--- config.mk ---
export PLATFORM = sky130hd
export DESIGN_NAME = nsqm_front
export DESIGN_NICKNAME = d
export VERILOG_FILES = /design/src/rtl/core/nsqm_pkg.sv /design/src/rtl/core/nsqm_front.sv
export SDC_FILE = /design/constraint.sdc
export NUM_CORES = 2
export LEC_CHECK = 0
export ABC_AREA = 1
export BUFFER_PORTS_ARGS = -buffer_cell sky130_fd_sc_hd__buf_4
export CORE_MARGIN = 1
export CORE_UTILIZATION = 35
export CTS_BUF_LIST = sky130_fd_sc_hd__clkbuf_4 sky130_fd_sc_hd__clkbuf_8
export DETAILED_ROUTE_END_ITERATION = 6
export PLACE_DENSITY_LB_ADDON = 0.25
export SLEW_MARGIN = 30
export SYNTH_ARGS = -nofsm -noshare
export SYNTH_HDL_FRONTEND = slang
export SYNTH_SLANG_ARGS = --single-unit
export TNS_END_PERCENT = 10
--- constraint.sdc ---
create_clock -name i_clk -period 22 [get_ports i_clk]
set_input_delay 1.1 -clock i_clk [delete_from_list [all_inputs] [get_ports i_clk]]
set_output_delay 1.1 -clock i_clk [all_outputs]
set_load 0.02 [all_outputs]
--- src/rtl/core/nsqm_pkg.sv ---
`timescale 1ns / 1ps
`default_nettype none
package nsqm_pkg;
    localparam int MaxContainers = 16;
    localparam int Depth         = 64;
    localparam int ValueBits     = 64;
    localparam int NameBits      = 64;

    typedef enum logic [1:0] {
        REQ_CREATE = 2'd0,
        REQ_PUSH   = 2'd1,
        REQ_POP    = 2'd2,
        REQ_NONE   = 2'd3
    } t_req;

    typedef enum logic [2:0] {
        ST_CREATED = 3'd0,
        ST_PUSHED  = 3'd1,
        ST_POPPED  = 3'd2,
        ST_EXISTS  = 3'd3,
        ST_NO_NAME = 3'd4,
        ST_EMPTY   = 3'd5,
        ST_IGNORED = 3'd6,
        ST_FULL    = 3'd7
    } t_status;

    localparam logic [7:0] CharI = 8'h69;
    localparam logic [7:0] CharD = 8'h64;
    localparam logic [7:0] CharS = 8'h73;

    typedef struct packed {
        logic [1:0]  req_type;
        logic [63:0] name_key;
        logic        make_queue;
        logic [63:0] push_value;
    } t_in_item;

    typedef struct packed {
        logic [2:0]  status;
        logic [63:0] popped_value;
    } t_out_item;
endpackage
`default_nettype wire

--- src/rtl/core/nsqm_front.sv ---
`timescale 1ns / 1ps
`default_nettype none
// Front: classifies a request against the slot table and updates the table.
// Emits one command per item into a two-entry queue toward the back.
module nsqm_front #(
    parameter int MAX_CONTAINERS = nsqm_pkg::MaxContainers,
    parameter int DEPTH          = nsqm_pkg::Depth,
    parameter int VALUE_BITS     = nsqm_pkg::ValueBits,
    parameter int NAME_BITS      = nsqm_pkg::NameBits,
    parameter int SW = (MAX_CONTAINERS > 1) ? $clog2(MAX_CONTAINERS) : 1,
    parameter int PW = $clog2(DEPTH)
) (
    input  wire                       i_clk,
    input  wire                       i_rst_n,
    input  wire                       i_valid,
    output logic                      o_stall,
    input  wire  nsqm_pkg::t_in_item  i_item,
    output logic                      o_cmd_valid,
    input  wire                       i_cmd_stall,
    output logic [2:0]                o_cmd_status,
    output logic                      o_cmd_we,
    output logic                      o_cmd_re,
    output logic [SW+PW-1:0]          o_cmd_addr,
    output logic [VALUE_BITS-1:0]     o_cmd_value
);
    import nsqm_pkg::*;

    localparam int CW = $clog2(DEPTH + 1);

    logic [NAME_BITS-1:0] r_keys  [MAX_CONTAINERS];
    logic [MAX_CONTAINERS-1:0] r_in_use, r_is_queue;
    logic [PW-1:0] r_front [MAX_CONTAINERS];
    logic [CW-1:0] r_fill  [MAX_CONTAINERS];

    // Command queue: two entries
    typedef struct packed {
        logic [2:0]            status;
        logic                  we;
        logic                  re;
        logic [SW+PW-1:0]      addr;
        logic [VALUE_BITS-1:0] value;
    } t_cmd;
    t_cmd r_q [2];
    logic [1:0] r_cnt;
    logic       r_rd, r_wr;

    logic [NAME_BITS-1:0] key;
    logic [7:0]           first;
    logic                 hit, free_ok, accept, pop_q;
    logic [SW-1:0]        hit_idx, free_idx;
    t_cmd                 cmd;
    logic [PW-1:0]        pos;
    logic [PW:0]          qsum;

    assign key   = i_item.name_key[NAME_BITS-1:0];
    assign first = key[NAME_BITS-1 -: 8];

    always_comb begin
        hit = 1'b0; hit_idx = '0; free_ok = 1'b0; free_idx = '0;
        for (int k = MAX_CONTAINERS - 1; k >= 0; k--) begin
            if (r_in_use[k] && r_keys[k] == key) begin
                hit = 1'b1; hit_idx = SW'(k);
            end
            if (!r_in_use[k]) begin
                free_ok = 1'b1; free_idx = SW'(k);
            end
        end
    end

    assign o_stall = (r_cnt == 2'd2);
    assign accept  = i_valid && !o_stall;

    always_comb begin
        qsum = {1'b0, r_front[hit_idx]} + PW'(r_fill[hit_idx]);
        if (r_is_queue[hit_idx]) begin
            pos = (qsum >= (PW+1)'(DEPTH)) ? PW'(qsum - (PW+1)'(DEPTH)) : qsum[PW-1:0];
        end else begin
            pos = (r_front[hit_idx] == '0) ? PW'(DEPTH - 1) : r_front[hit_idx] - 1'b1;
        end
        cmd = '0;
        cmd.value  = i_item.push_value[VALUE_BITS-1:0];
        cmd.status = ST_IGNORED;
        if ((first == CharI || first == CharD || first == CharS)
            && i_item.req_type != REQ_NONE) begin
            case (i_item.req_type)
                REQ_CREATE: cmd.status = hit ? ST_EXISTS : (free_ok ? ST_CREATED : ST_FULL);
                REQ_PUSH: begin
                    if (!hit) cmd.status = ST_NO_NAME;
                    else if (r_fill[hit_idx] >= CW'(DEPTH)) cmd.status = ST_FULL;
                    else begin
                        cmd.status = ST_PUSHED; cmd.we = 1'b1;
                        cmd.addr = {hit_idx, pos};
                    end
                end
                REQ_POP: begin
                    if (!hit) cmd.status = ST_NO_NAME;
                    else if (r_fill[hit_idx] == '0) cmd.status = ST_EMPTY;
                    else begin
                        cmd.status = ST_POPPED; cmd.re = 1'b1;
                        cmd.addr = {hit_idx, r_front[hit_idx]};
                    end
                end
                default: cmd.status = ST_IGNORED;
            endcase
        end
    end

    always_ff @(posedge i_clk) begin
        if (accept) begin
            r_q[r_wr] <= cmd;
            if (cmd.status == ST_CREATED) begin
                r_keys[free_idx] <= key;
            end
        end
    end

    always_ff @(posedge i_clk) begin
        if (!i_rst_n) begin
            r_in_use <= '0; r_is_queue <= '0;
            for (int k = 0; k < MAX_CONTAINERS; k++) begin
                r_front[k] <= '0; r_fill[k] <= '0;
            end
            r_cnt <= '0; r_rd <= 1'b0; r_wr <= 1'b0;
        end else begin
            if (accept) begin
                r_wr <= ~r_wr;
                case (cmd.status)
                    ST_CREATED: begin
                        r_in_use[free_idx]   <= 1'b1;
                        r_is_queue[free_idx] <= i_item.make_queue;
                        r_front[free_idx]    <= '0;
                        r_fill[free_idx]     <= '0;
                    end
                    ST_PUSHED: begin
                        if (!r_is_queue[hit_idx]) r_front[hit_idx] <= pos;
                        r_fill[hit_idx] <= r_fill[hit_idx] + 1'b1;
                    end
                    ST_POPPED: begin
                        r_front[hit_idx] <= (r_front[hit_idx] == PW'(DEPTH - 1))
                            ? '0 : r_front[hit_idx] + 1'b1;
                        r_fill[hit_idx] <= r_fill[hit_idx] - 1'b1;
                    end
                    default: ;
                endcase
            end
            if (pop_q) r_rd <= ~r_rd;
            r_cnt <= r_cnt + 2'(accept) - 2'(pop_q);
        end
    end

    assign o_cmd_valid  = (r_cnt != 2'd0);
    assign pop_q        = o_cmd_valid && !i_cmd_stall;
    assign o_cmd_status = r_q[r_rd].status;
    assign o_cmd_we     = r_q[r_rd].we;
    assign o_cmd_re     = r_q[r_rd].re;
    assign o_cmd_addr   = r_q[r_rd].addr;
    assign o_cmd_value  = r_q[r_rd].value;

    a_cnt: assert property (@(posedge i_clk) disable iff (!i_rst_n) r_cnt <= 2'd2)
        else $error("queue count overflow");
    a_nostall_when_empty: assert property (@(posedge i_clk) disable iff (!i_rst_n)
        r_cnt == 2'd0 |-> !o_stall) else $error("stall while empty");
    a_pop_then_not_full: assert property (@(posedge i_clk) disable iff (!i_rst_n)
        pop_q && !accept |=> !o_stall) else $error("stall after drain");
endmodule
`default_nettype wire

==> qor.csv <==
stage,metric,value,unit
run_status,violations,DRC,
synthesis,syn_area,62600,µm²
sta,fmax,102.3,MHz
setup_path,critPathSlowestCell,nor2_1,
place,gp_congestion,0.9720,
grt,antenna_found_initial,28,
floorplan,die_h,424.9,µm
floorplan,dieArea,180500,µm²
pwr,p_leak,0.02498,µW
hold_path,hp-class,input pin to register,
grt,grtUsageTotal,26.33,%
route,vias_per_cell,5.739,
clock_tree,cts_tree,yes,
synthesis,synthFlopType,edfxtp_1,
sta,min_period,9.779,ns
synthesis,syn_nets,5413,
clock_tree,clk_path_buf_depth,3,
sta,timing.final.crit_share,44.45,%
sta,tightest_slew,1.047,ns
synthesis,synth_cell_types,67,
route,vias,46560,
synthesis,synth_warnings,0,
synthesis,synth_top_family_by_area,simple AND/OR/NAND/NOR gates,
clock_tree,h-tree-depth,4,
run_status,outcome,"complete, but fails checks",
sta,slew_headroom,30.13,%
grt,grt_pass1_wl,334000,µm
setup_path,cp_top_family,simple AND/OR/NAND/NOR gates,
synthesis,synthAdderAreaFrac,0.4238,%
flow_run,maxCapViolations,0,
synthesis,synthXorXnorAreaFrac,3.890,%
sta,fin_skew,0.08276,ns
clock_tree,cts-buffers-inserted,228,
setup_path,crit_buf_inv,5,
place,dp_slack,11.49,ns
pwr,power_density,84.36,nW/µm²
synthesis,synth_mux_area_share,1.421,%
route,wl_per_cell,29.99,µm
synthesis,ys_seq_area_share,67.86,%
place,port_buffers,215,
route,wl,243300,µm
layout,area_delta_synth_final,14.33,%
clock_tree,cts_root_buf,clkbuf_8,
floorplan,row_count,154,
sta,drv_slew,0,
clock_tree,hold_buffers,0,
place,place_hpwl,153000,µm
clock_tree,postCtsResizedCells,0,
sta,setup_viol,0,
sta,setup_tns,0,ns
route,dr.pass1.iters,7,
setup_path,worst-path-max-fanout,91,
setup_path,cp.arrival,10.48,ns
layout,fin_util,40.46,%
grt,grt_pass1_vias,43510,
layout,fin_nets,5726,
synthesis,ys_ff_latch,1427,
pwr,ir_worst_vdd,66.63,µV
sta,finalHoldViolations,0,
clock_tree,clock-sinks,1427,
route,ant_nets,0,
place,place_area,66780,µm²
synthesis,synth_compound_area_share,8.627,%
synthesis,syn_avg_cell_area,11.90,µm²
setup_path,cp-end-kind,register,
grt,overflow,0,
clock_tree,worstSkewPairLatency,1.02,ns
synthesis,yosys.area_share.simple,14.04,%
synthesis,synth_edf_count,1390,
layout,drive_above_1_share,16.50,%
setup_path,worstSetupStartpointType,input pin,
grt,grt_max_degree,92,
sta,rsz0062_at_grt,false,
floorplan,start_util,35.39,%
synthesis,async_flop_share,0,%
synthesis,syn_inst,5258,
clock_tree,cts_setup_buffers,0,
setup_path,path_common_cell,nand2_1,
route,drc,1,
sta,holdWs,0.3158,ns
floorplan,core_region_area,176900,µm²
route,drt-initial-drc-count,7853,
clock_tree,clk_pin_slew,0.06,ns
floorplan,io_pins,216,
layout,final_area,71570,µm²
setup_path,required,22.70,ns
sta,postLayoutSetupSlackWorst,12.22,ns
setup_path,critPathKind,input pin to register,
setup_path,slowest_delay,0.66,ns
floorplan,dieWidth,424.9,µm
## state kept, by name (all words and copies together) (netlist names), named ones only
name / count
r_cnt: 2
r_front: 96
r_in_use: 16
r_is_queue: 16
r_q: 158
r_rd: 1
r_keys: 1024
r_fill: 112
r_wr: 1
## routing by layer
metal | part of all wire (%) | GRT usage (%) | vias to the layer above | wire length [µm]
li1 | - | - | 19560 | -
met1 | 39 | 35.72 | 22920 | 94750
met2 | 42 | 38.60 | 3440 | 103300
met3 | 13 | 6.860 | 642 | 31680
met4 | 5.6 | 13.77 | 6 | 13570
met5 | 0.016 | 0 | - | 38
## layout make-up
class | instances | area [µm²]
Inverter | 293 | 1104
Sequential cell | 1427 | 42480
Multi-Input combinational cell | 3298 | 17860
Clock buffer | 326 | 3968
Fill cell | 16840 | 105300
Tap cell | 2340 | 2928
Timing Repair Buffer | 323 | 2480
Clock inverter | 95 | 713.2
Antenna cell | 12 | 30.03
## placed cells by master (no fill, tap or decap), types with 39 or more instances in the layout
master    instances
a21oi_1         106
a221oi_1         59
a22o_1           61
buf_4           317
clkbuf_4         83
clkbuf_8        243
clkinv_1         58
edfxtp_1       1390
inv_1           215
inv_2            69
mux2_2           79
nand2_1        1030
nand3_1         175
nand4_1          58
nor2_1          530
nor4_1           91
o21ai_0         346
o21ai_1          39
o22ai_1         153
xnor2_1         155
xor2_1          123
## synth_stat cells (5+ instances only)
cell       instances  area share, %
ha_1              18           0.36
nand2_1         1030            6.2
nor2_1           536            3.2
clkinv_1           6          0.036
nand3b_1          22           0.26
o2111ai_1         26           0.36
o22ai_1          153            1.5
a21oi_1          106           0.85
o21ai_1           39           0.31
or4_1              7          0.084
nor2_4             5          0.090
buf_2            151            1.2
nor4_1            92           0.92
a211oi_1          36           0.43
nor2_2             9          0.090
xnor2_1          155            2.2
a221oi_1          59           0.83
buf_1             11          0.066
nand4_1           58           0.58
or3_1              5          0.050
o211ai_1           6          0.072
inv_1            227            1.4
edfxtp_1        1390             67
nand3_1          176            1.4
mux2_2            79            1.4
nor4b_1           10           0.14
clkbuf_1          49           0.29
nand2_2           28           0.28
buf_4             17           0.20
xor2_1           123            1.7
a22o_1            61           0.85
nor3_1            17           0.14
dfxtp_1           37            1.2
o21a_1             6          0.072
buf_6             11           0.20
or2_2             35           0.35
o21ai_0          346            2.8
inv_2             60           0.36
## final timing paths
path,start,depth (start not counted),to,slack (ns)
hold reg to reg,r_rd,1,register,0.45
hold / removal,i_item[62],1,r_q[1][62],0.32
setup reg to reg,r_keys[11][27],43,r_fill[9][6],12.78
setup / recovery,i_item[127],45,r_fill[9][6],12.22
## worst register-to-register path, delay by kind of cell (launching register included)
family | cells | cell delay (ns)
adders and majority gates | 1 | 0.51
xor gates and xnor gates | 3 | 0.50
DFF | 1 | 0.38
AOI/OAI and AO/OA | 5 | 0.99
buffers and inverters | 3 | 0.94
and+or+nand+nor | 31 | 5.61
## power breakdown
part / total, µW / leakage (µW) / switching (µW) / internal (µW)
sequential: 3060 / 0.0131 / 16.8 / 3050
clock: 2370 / 0.00248 / 1110 / 1270
combinational: 599 / 0.00939 / 418 / 181
## kinds of logic after synthesis
logic type               Yosys count
multiplexers                      79
AO/OA/AOI/OAI                    874
buffers and inverters            533
AND/OR/NAND/NOR                 2047
adder cells (fa/ha/maj)           20
flip-flops                      1427
XOR/XNOR                         278
## per-stage QoR
stage,power [µW],std cells
2_1_floorplan,3412,5258
3_3_place_gp,3706,7679
3_5_place_dp,3710,7679
4_1_cts,6057,8100
5_1_grt,6196,8105
6_report,6038,8114
Note: power is estimated with default switching activity, not from simulation.
